==> src/rtl/qrmp_pkg.sv <==
// shared types, constants and field widths of the quotient/remainder unit
// no dependencies
package qrmp_pkg;

  localparam int MOD_WIDTH_DEF    = 16;
  localparam int MAX_EXPONENT_DEF = 63;

  localparam int CFG_W   = 16;
  localparam int OPND_W  = 31;
  localparam int QUOT_W  = 63;
  localparam int REM_W   = 16;
  localparam int MUL_A_W = 32;
  localparam int PROD_W  = MUL_A_W + OPND_W;
  // dividend high part is already below the modulus, so one step per factor bit
  localparam int DIV_STEPS = OPND_W;
  localparam int DIV_CNT_W = $clog2(DIV_STEPS);

  localparam logic [QUOT_W-1:0] QMAX = {QUOT_W{1'b1}};

  localparam logic OP_MUL = 1'b0;
  localparam logic OP_POW = 1'b1;

  typedef enum logic [3:0] {
    S_IDLE,
    S_CHECK,
    S_MUL_R,
    S_DIV_LD,
    S_DIV,
    S_MUL_QL,
    S_MUL_QH,
    S_UPD,
    S_DONE
  } state_t;

  typedef enum logic [1:0] {
    MS_R,
    MS_QL,
    MS_QH
  } mul_sel_t;

  typedef struct packed {
    logic     load;
    logic     mul_en;
    mul_sel_t mul_sel;
    logic     div_load;
    logic     div_step;
    logic     p0_load;
    logic     update;
    logic     out_load;
  } ctl_cmd_t;

  typedef struct packed {
    logic cnt_zero;
    logic div_last;
  } dp_status_t;

endpackage

==> src/rtl/qrmp_ctrl.sv <==
// sequencer for the quotient/remainder unit: handshakes and step order
// depends on qrmp_pkg
module qrmp_ctrl (
  input  logic                  clk,
  input  logic                  rst_n,
  input  logic                  in_valid,
  output logic                  in_stall,
  output logic                  out_valid,
  input  logic                  out_stall,
  input  qrmp_pkg::dp_status_t  status,
  output qrmp_pkg::ctl_cmd_t    cmd
);

  qrmp_pkg::state_t state_r, state_nxt;
  logic             out_valid_r, out_valid_nxt;
  logic             out_free;

  assign out_free  = !out_valid_r || !out_stall;
  assign out_valid = out_valid_r;

  always_ff @(posedge clk) begin
    if (!rst_n) begin
      state_r     <= qrmp_pkg::S_IDLE;
      out_valid_r <= 1'b0;
    end else begin
      state_r     <= state_nxt;
      out_valid_r <= out_valid_nxt;
    end
  end

  // next state
  always_comb begin
    state_nxt = state_r;
    unique case (state_r)
      qrmp_pkg::S_IDLE:   if (in_valid) state_nxt = qrmp_pkg::S_CHECK;
      qrmp_pkg::S_CHECK:  state_nxt = status.cnt_zero ? qrmp_pkg::S_DONE : qrmp_pkg::S_MUL_R;
      qrmp_pkg::S_MUL_R:  state_nxt = qrmp_pkg::S_DIV_LD;
      qrmp_pkg::S_DIV_LD: state_nxt = qrmp_pkg::S_DIV;
      qrmp_pkg::S_DIV:    if (status.div_last) state_nxt = qrmp_pkg::S_MUL_QL;
      qrmp_pkg::S_MUL_QL: state_nxt = qrmp_pkg::S_MUL_QH;
      qrmp_pkg::S_MUL_QH: state_nxt = qrmp_pkg::S_UPD;
      qrmp_pkg::S_UPD:    state_nxt = qrmp_pkg::S_CHECK;
      qrmp_pkg::S_DONE:   if (out_free) state_nxt = qrmp_pkg::S_IDLE;
      default:            state_nxt = qrmp_pkg::S_IDLE;
    endcase
  end

  // outputs
  always_comb begin
    cmd          = '0;
    cmd.mul_sel  = qrmp_pkg::MS_R;
    in_stall     = 1'b1;
    unique case (state_r)
      qrmp_pkg::S_IDLE: begin
        in_stall = 1'b0;
        cmd.load = in_valid;
      end
      qrmp_pkg::S_MUL_R: begin
        cmd.mul_en  = 1'b1;
        cmd.mul_sel = qrmp_pkg::MS_R;
      end
      qrmp_pkg::S_DIV_LD: cmd.div_load = 1'b1;
      qrmp_pkg::S_DIV:    cmd.div_step = 1'b1;
      qrmp_pkg::S_MUL_QL: begin
        cmd.mul_en  = 1'b1;
        cmd.mul_sel = qrmp_pkg::MS_QL;
      end
      qrmp_pkg::S_MUL_QH: begin
        cmd.mul_en  = 1'b1;
        cmd.mul_sel = qrmp_pkg::MS_QH;
        cmd.p0_load = 1'b1;
      end
      qrmp_pkg::S_UPD:  cmd.update   = 1'b1;
      qrmp_pkg::S_DONE: cmd.out_load = out_free;
      default: ;
    endcase
  end

  always_comb begin
    if (cmd.out_load) out_valid_nxt = 1'b1;
    else if (out_valid_r && !out_stall) out_valid_nxt = 1'b0;
    else out_valid_nxt = out_valid_r;
  end

endmodule

==> src/rtl/qrmp_datapath.sv <==
// datapath: modulus register, shared multiplier, serial divider, q/r state
// depends on qrmp_pkg; driven by qrmp_ctrl commands
module qrmp_datapath #(
  parameter int MOD_WIDTH    = qrmp_pkg::MOD_WIDTH_DEF,
  parameter int MAX_EXPONENT = qrmp_pkg::MAX_EXPONENT_DEF
) (
  input  logic                           clk,
  input  logic                           rst_n,
  input  logic                           cfg_we,
  input  logic [qrmp_pkg::CFG_W-1:0]     cfg_wdata,
  input  logic                           in_operation,
  input  logic [qrmp_pkg::OPND_W-1:0]    in_operand_a,
  input  logic [qrmp_pkg::OPND_W-1:0]    in_operand_b,
  input  qrmp_pkg::ctl_cmd_t             cmd,
  output qrmp_pkg::dp_status_t           status,
  output logic [qrmp_pkg::QUOT_W-1:0]    out_quotient,
  output logic [qrmp_pkg::REM_W-1:0]     out_remainder,
  output logic                           out_overflow
);

  localparam int CNT_W = $clog2(MAX_EXPONENT + 1);
  localparam int OW    = qrmp_pkg::OPND_W;
  localparam int QW    = qrmp_pkg::QUOT_W;
  localparam int AW    = qrmp_pkg::MUL_A_W;

  // modulus, zero stored as one
  logic [MOD_WIDTH-1:0]                 mod_r;
  logic [MOD_WIDTH+qrmp_pkg::CFG_W-1:0] cfg_ext;
  logic [MOD_WIDTH-1:0]                 mod_raw;

  assign cfg_ext = {{MOD_WIDTH{1'b0}}, cfg_wdata};
  assign mod_raw = cfg_ext[MOD_WIDTH-1:0];

  always_ff @(posedge clk) begin
    if (!rst_n) begin
      mod_r <= MOD_WIDTH'(1);
    end else if (cfg_we) begin
      mod_r <= (mod_raw == '0) ? MOD_WIDTH'(1) : mod_raw;
    end
  end

  // item state
  logic                  op_r;
  logic [OW-1:0]         f_r, b_r;
  logic [CNT_W-1:0]      cnt_r;
  logic [QW-1:0]         q_r, q_nxt;
  logic [MOD_WIDTH-1:0]  r_r;
  logic                  ovf_r, ovf_nxt;
  logic [CNT_W-1:0]      exp_clamped;

  assign exp_clamped = (in_operand_b > OW'(MAX_EXPONENT)) ? CNT_W'(MAX_EXPONENT)
                                                          : in_operand_b[CNT_W-1:0];

  // shared multiplier, registered product
  logic [AW-1:0]                 mul_a;
  logic [qrmp_pkg::PROD_W-1:0]   prod_r;
  logic [MOD_WIDTH+AW-1:0]       r_ext;

  assign r_ext = {{AW{1'b0}}, r_r};

  always_comb begin
    unique case (cmd.mul_sel)
      qrmp_pkg::MS_R:  mul_a = r_ext[AW-1:0];
      qrmp_pkg::MS_QL: mul_a = q_r[AW-1:0];
      qrmp_pkg::MS_QH: mul_a = {1'b0, q_r[QW-1:AW]};
      default:         mul_a = '0;
    endcase
  end

  always_ff @(posedge clk) begin
    if (cmd.mul_en) prod_r <= mul_a * f_r;
  end

  // restoring divider, quotient bits shift into the low dividend bits
  logic [MOD_WIDTH-1:0]       rem_r, rem_nxt;
  logic [OW-1:0]              div_lo_r;
  logic [qrmp_pkg::DIV_CNT_W-1:0] div_cnt_r;
  logic [MOD_WIDTH:0]         trial, diff, mod_ext;
  logic                       ge;

  assign trial   = {rem_r, div_lo_r[OW-1]};
  assign mod_ext = {1'b0, mod_r};
  assign ge      = trial >= mod_ext;
  assign diff    = trial - mod_ext;
  assign rem_nxt = ge ? diff[MOD_WIDTH-1:0] : trial[MOD_WIDTH-1:0];

  always_ff @(posedge clk) begin
    if (!rst_n) begin
      div_cnt_r <= '0;
    end else if (cmd.div_load) begin
      div_cnt_r <= '0;
    end else if (cmd.div_step) begin
      div_cnt_r <= div_cnt_r + 1'b1;
    end
  end

  always_ff @(posedge clk) begin
    if (cmd.div_load) begin
      rem_r    <= prod_r[MOD_WIDTH+OW-1:OW];
      div_lo_r <= prod_r[OW-1:0];
    end else if (cmd.div_step) begin
      rem_r    <= rem_nxt;
      div_lo_r <= {div_lo_r[OW-2:0], ge};
    end
  end

  assign status.div_last = (div_cnt_r == qrmp_pkg::DIV_CNT_W'(qrmp_pkg::DIV_STEPS - 1));
  assign status.cnt_zero = (cnt_r == '0);

  // q * f + carry from two partial products
  logic [AW+OW:0] p0_r;
  logic [QW+1:0]  sum;
  logic           step_ovf;

  always_ff @(posedge clk) begin
    if (cmd.p0_load) p0_r <= {1'b0, prod_r} + {{(AW + 1){1'b0}}, div_lo_r};
  end

  assign sum      = {2'b00, prod_r[OW-1:0], {AW{1'b0}}} + {1'b0, p0_r};
  assign step_ovf = (|prod_r[2*OW-1:OW]) || sum[QW+1] || sum[QW];

  always_comb begin
    q_nxt   = q_r;
    ovf_nxt = ovf_r;
    if (!ovf_r) begin
      if (step_ovf) begin
        q_nxt   = qrmp_pkg::QMAX;
        ovf_nxt = 1'b1;
      end else begin
        q_nxt = sum[QW-1:0];
      end
    end
  end

  always_ff @(posedge clk) begin
    if (!rst_n) begin
      cnt_r <= '0;
    end else if (cmd.load) begin
      cnt_r <= (in_operation == qrmp_pkg::OP_MUL) ? CNT_W'(2) : exp_clamped;
    end else if (cmd.update) begin
      cnt_r <= cnt_r - 1'b1;
    end
  end

  always_ff @(posedge clk) begin
    if (cmd.load) begin
      op_r  <= in_operation;
      f_r   <= in_operand_a;
      b_r   <= in_operand_b;
      q_r   <= (mod_r == MOD_WIDTH'(1)) ? QW'(1) : '0;
      r_r   <= (mod_r == MOD_WIDTH'(1)) ? '0 : MOD_WIDTH'(1);
      ovf_r <= 1'b0;
    end else if (cmd.update) begin
      q_r   <= q_nxt;
      r_r   <= rem_r;
      ovf_r <= ovf_nxt;
      // second factor of a multiply
      if (op_r == qrmp_pkg::OP_MUL) f_r <= b_r;
    end
  end

  // output register
  logic [MOD_WIDTH+qrmp_pkg::REM_W-1:0] rem_out_ext;
  assign rem_out_ext = {{qrmp_pkg::REM_W{1'b0}}, r_r};

  always_ff @(posedge clk) begin
    if (cmd.out_load) begin
      out_quotient  <= q_r;
      out_remainder <= rem_out_ext[qrmp_pkg::REM_W-1:0];
      out_overflow  <= ovf_r;
    end
  end

endmodule

==> src/rtl/quotient_remainder_multiply_power_core.sv <==
// top level of the quotient/remainder multiply and power unit
// depends on qrmp_pkg, qrmp_ctrl and qrmp_datapath
//
//   channel  direction  handshake           payload
//   in       input      in_valid/in_stall   in_operation, in_operand_a, in_operand_b
//   out      output     out_valid/out_stall out_quotient, out_remainder, out_overflow
//   cfg      input      cfg_we              cfg_wdata (modulus)
//
// one item at a time; every factor step is one multiply of the
// remainder, a one-bit-per-cycle divider over 31 steps, two partial products
// of the quotient through the same 32x31 multiplier, and the update;
// a multiply runs one factor step per operand, a power one factor step per
// exponent, with the exponent clamped to MAX_EXPONENT
// synchronous reset clears the sequencer, the result valid and sets modulus 1
// a finished result waits in the output register while the next item is taken
module quotient_remainder_multiply_power_core #(
  parameter int MOD_WIDTH    = qrmp_pkg::MOD_WIDTH_DEF,
  parameter int MAX_EXPONENT = qrmp_pkg::MAX_EXPONENT_DEF
) (
  input  logic                         clk,
  input  logic                         rst_n,
  // configuration
  input  logic                         cfg_we,
  input  logic [qrmp_pkg::CFG_W-1:0]   cfg_wdata,
  // input channel
  input  logic                         in_valid,
  output logic                         in_stall,
  input  logic                         in_operation,
  input  logic [qrmp_pkg::OPND_W-1:0]  in_operand_a,
  input  logic [qrmp_pkg::OPND_W-1:0]  in_operand_b,
  // result channel
  output logic                         out_valid,
  input  logic                         out_stall,
  output logic [qrmp_pkg::QUOT_W-1:0]  out_quotient,
  output logic [qrmp_pkg::REM_W-1:0]   out_remainder,
  output logic                         out_overflow
);

  // command and status between sequencer and datapath
  qrmp_pkg::ctl_cmd_t   cmd;
  qrmp_pkg::dp_status_t status;

  // sequencer owns both handshakes and the step order
  qrmp_ctrl u_ctrl (
    .clk       (clk),
    .rst_n     (rst_n),
    .in_valid  (in_valid),
    .in_stall  (in_stall),
    .out_valid (out_valid),
    .out_stall (out_stall),
    .status    (status),
    .cmd       (cmd)
  );

  // datapath holds the modulus, the running q/r value and the output register
  qrmp_datapath #(
    .MOD_WIDTH    (MOD_WIDTH),
    .MAX_EXPONENT (MAX_EXPONENT)
  ) u_dp (
    .clk           (clk),
    .rst_n         (rst_n),
    .cfg_we        (cfg_we),
    .cfg_wdata     (cfg_wdata),
    .in_operation  (in_operation),
    .in_operand_a  (in_operand_a),
    .in_operand_b  (in_operand_b),
    .cmd           (cmd),
    .status        (status),
    .out_quotient  (out_quotient),
    .out_remainder (out_remainder),
    .out_overflow  (out_overflow)
  );

endmodule

==> config.mk <==
export PLATFORM = sky130hd
export DESIGN_NAME = quotient_remainder_multiply_power_core
export DESIGN_NICKNAME = d
export VERILOG_FILES = /design/src/rtl/qrmp_pkg.sv /design/src/rtl/qrmp_ctrl.sv /design/src/rtl/qrmp_datapath.sv /design/src/rtl/quotient_remainder_multiply_power_core.sv
export SDC_FILE = /design/constraint.sdc
export NUM_CORES = 2
export LEC_CHECK = 0
export BUFFER_PORTS_ARGS = -buffer_cell sky130_fd_sc_hd__buf_2
export CAP_MARGIN = 20
export CELL_PAD_IN_SITES_DETAIL_PLACEMENT = 1
export CELL_PAD_IN_SITES_GLOBAL_PLACEMENT = 2
export CORE_UTILIZATION = 39
export CTS_CLUSTER_SIZE = 25
export DETAILED_ROUTE_END_ITERATION = 10
export GPL_TIMING_DRIVEN = 0
export MAX_ROUTING_LAYER = met4
export PLACE_DENSITY = 0.76
export SYNTH_ARGS = -nofsm -noshare
export SYNTH_HDL_FRONTEND = slang
export SYNTH_SLANG_ARGS = --single-unit
==> constraint.sdc <==
create_clock -name clk -period 9.99 [get_ports clk]
set_input_delay 1.998 -clock clk [delete_from_list [all_inputs] [get_ports clk]]
set_output_delay 1.998 -clock clk [all_outputs]
set_load 0.01 [all_outputs]
==> metrics.md <==
| Metric | Value |
|---|---|
| Outcome | complete, no violations |
| Port Buffer Count | 164 |
| Final Setup Violations | 0 |
| Worst EP arrival | 10280 ps |
| Kind of critical path | reg -> reg |
| IO Pins | 166 |
| CP Max Fanout | 10 |
| Number of synthesized flops with an enable pin | 396 |
| Clock Sinks | 429 |
| Largest net degree at the start of global routing | 46 |
| Starting density of the core | 39.5% |
| Core area | 0.132 mm2 |
| CTS Buf Count | 47 |
| CTS max path bufs | 3 |
| Met1 Track Usage GR | 40.3% |
| Critical-path top delay cell | fa_1 |
| Worst skew pair latency | 620 ps |
| Fmax | 0.101 GHz |
| Syn nets | 6424 |
| Area leader, netlist | fa_1 |
| Grt ovf | 0 |
| Residual DRC | 0 |
| CP max stage delay | 570 ps |
| Wire per inst | 27.2 um |
| First-pass GRT wire length | 285 mm |
| Largest cells by area after synthesis | fa_1 (33%), edfxtp_1 (23%), ha_1 (8.1%) |
| Most frequent cell after synthesis | fa_1 |
| GP Congestion | 0.964 |
| DP Wirelength | 162 mm |
| CTS tree | done |
| Final WL | 195 mm |
| Total of max-cap violations | 0 |
| Crit share post-route | 98.7% |
| Post-synth top area share | 33.4% |
| Vias in the first global route | 41.4k |
| Ys flop type | edfxtp_1 |
| Met2 usage | 45.6% |
| Gate Count Post-Synth | 5134 |
| Final min period | 9860 ps |
| Die Area | 0.135 mm2 |
| Cts hold-fix bufs | 0 |
| Final Hold Vio Count | 0 |
| H-tree levels | 2 |
| Routed Antenna Nets | 0 |
| GR met3 Demand/Resource | 4.56% |
| CP Capture Type | flip-flop |
| Die width | 367 um |
| Fraction of layout cells with a size suffix above 1 | 8.71% |
| Clock-pin slew on the worst setup and hold paths | 60 ps |
| Max-slew violations | 0 |
| Die H | 367 um |
| Setup WS post-layout | 129 ps |
| Crit path required time | 10410 ps |
| Worst path most repeated cell | fa_1 |
| Most used routing layer | met2 |
| Distinct cell type count after synthesis | 82 |
| Final nets | 6657 |
| Seq/Total Area, Yosys | 24.1% |
| Syn avg cell area | 10.1 um2 |
| Initial DRC count | 3100 |
| Via-per-instance ratio | 5.42 |
| DR pass1 iterations | 6 |
| Layout Utilization | 43.4% |
| Crit start category | flip-flop |
| Synth top cells by count | fa_1 (869), inv_1 (853), nand2_1 (775) |
| Initial antenna violation count | 22 |
| FP Rows | 133 |
| Syn. warnings | 0 |
| Pre-CTS WS | -1350 ps |
| Synth async-reset ratio | 0% |
| Hold Path Class | reg -> reg |
| Syn-to-layout area delta | 10.0% |
| Count of state elements after synthesis | 429 |
| Slew of the pin with the lowest slew margin | 1160 ps |
| Clock Tree Root | clkbuf_16 |
| Relative slew slack | 22.5% |
| Via count | 38.9k |
| Global router's overall resource usage | 30.0% |
| Clock Skew | 42.3 ps |
| Synthesized cell area | 0.0521 mm2 |
==> final cells by class <==
cell class	instances	area [um2]
clock inverters	31	250
multi-input cells	3580	35400
repair buffers	189	1190
inverters	854	3210
fillers	14794	74600
clock buffers	56	1210
plain buffers	266	1250
diodes	8	20.0
well taps	1755	2200
flip-flops and latches	429	12600
==> flip-flops by register name (all words and copies together) (netlist names), 16 cells and up <==
signal and cells:
u_dp.b_r 31, u_dp.div_lo_r 31, u_dp.f_r 31, u_dp.mod_r 16
u_dp.out_quotient 63, u_dp.out_remainder 16, u_dp.p0_r 64, u_dp.prod_r 63
u_dp.q_r 63, u_dp.r_r 16, u_dp.rem_r 16
==> metrics by stage <==
step / area [um2] / cells / setup TNS [ps] / hold slack [ps]
after CTS: 57200 / 7156 / 0 / 453
after detailed placement: 55500 / 7072 / -27410 / 439
after global routing: 57300 / 7164 / -54.3 / 469
after floorplan: 52100 / 5134 / 0 / 425
final: 57300 / 7168 / 0 / 454
after global placement: 55100 / 7053 / -87770 / 437
==> placed cells by master (no fill, tap or decap), drive strengths merged, types with 23 or more instances in the layout <==
master	count
nand3	34
inv	857
xor2	65
a21o	70
and2	472
nor4	26
nand4	39
dfxtp	33
fa	869
mux2i	27
o21ai	109
and3	43
edfxtp	396
nand2	775
mux2	31
clkinv	23
nor2	87
a21oi	154
xnor2	101
buf	207
clkbuf	303
o21a	55
nor3	26
ha	337
nor2b	41
==> layer usage <==
layer	routed length (um)	vias up	part of all wire, %
met3	13200	337	6.8
met5	0	-	0
li1	-	16693	-
met4	8710	0	4.5
met2	89000	1297	46
met1	84000	20539	43
==> cell families (layout without fill, tap and decap cells) <==
group,count (synthesis),in the layout,share of synthesized area (%)
multiplexers,58,58,1.19
AND/OR/NAND/NOR,1602,1602,15.1
buffers and inverters,1125,1396,8.20
AO/OA/AOI/OAI,548,548,7.16
flip-flops,429,429,24.1
XOR/XNOR,166,166,2.79
other,0,8,0
adder cells (fa/ha/maj),1206,1206,41.5
==> worst paths after layout <==
kind	start	cells past startpoint	endpoint	slack (ps)
worst max-delay path	u_ctrl.state_r[2]	29	u_dp.prod_r[61]	130
worst min-delay path	u_dp.q_r[32]	0	u_dp.out_quotient[32]	450
worst max register to register	u_ctrl.state_r[2]	29	u_dp.prod_r[61]	130
worst min register to register	u_dp.q_r[32]	0	u_dp.out_quotient[32]	450
==> critical path: cells and delay by family, from the launching register on <==
family	cells	cell delay, ps
buf+inv	6	1430
flops	1	430
compound gates	7	1690
fa+ha+maj	9	4350
xor+xnor	1	230
simple gates	6	1500
==> what timing repair did <==
| action | in CTS | in global routing |
|---|---|---|
| pin swaps | 0 | 4 |
| endpoints found under the hold margin | 0 | 0 |
| setup buffers | 0 | 4 |
| gates cloned | 1 | 0 |
| gates resized for setup | 125 | 64 |
| endpoints found under the setup margin | 37 | 21 |
Power is not shown: default switching activity piles up to over one toggle a cycle in this logic, so the estimate is an artifact.
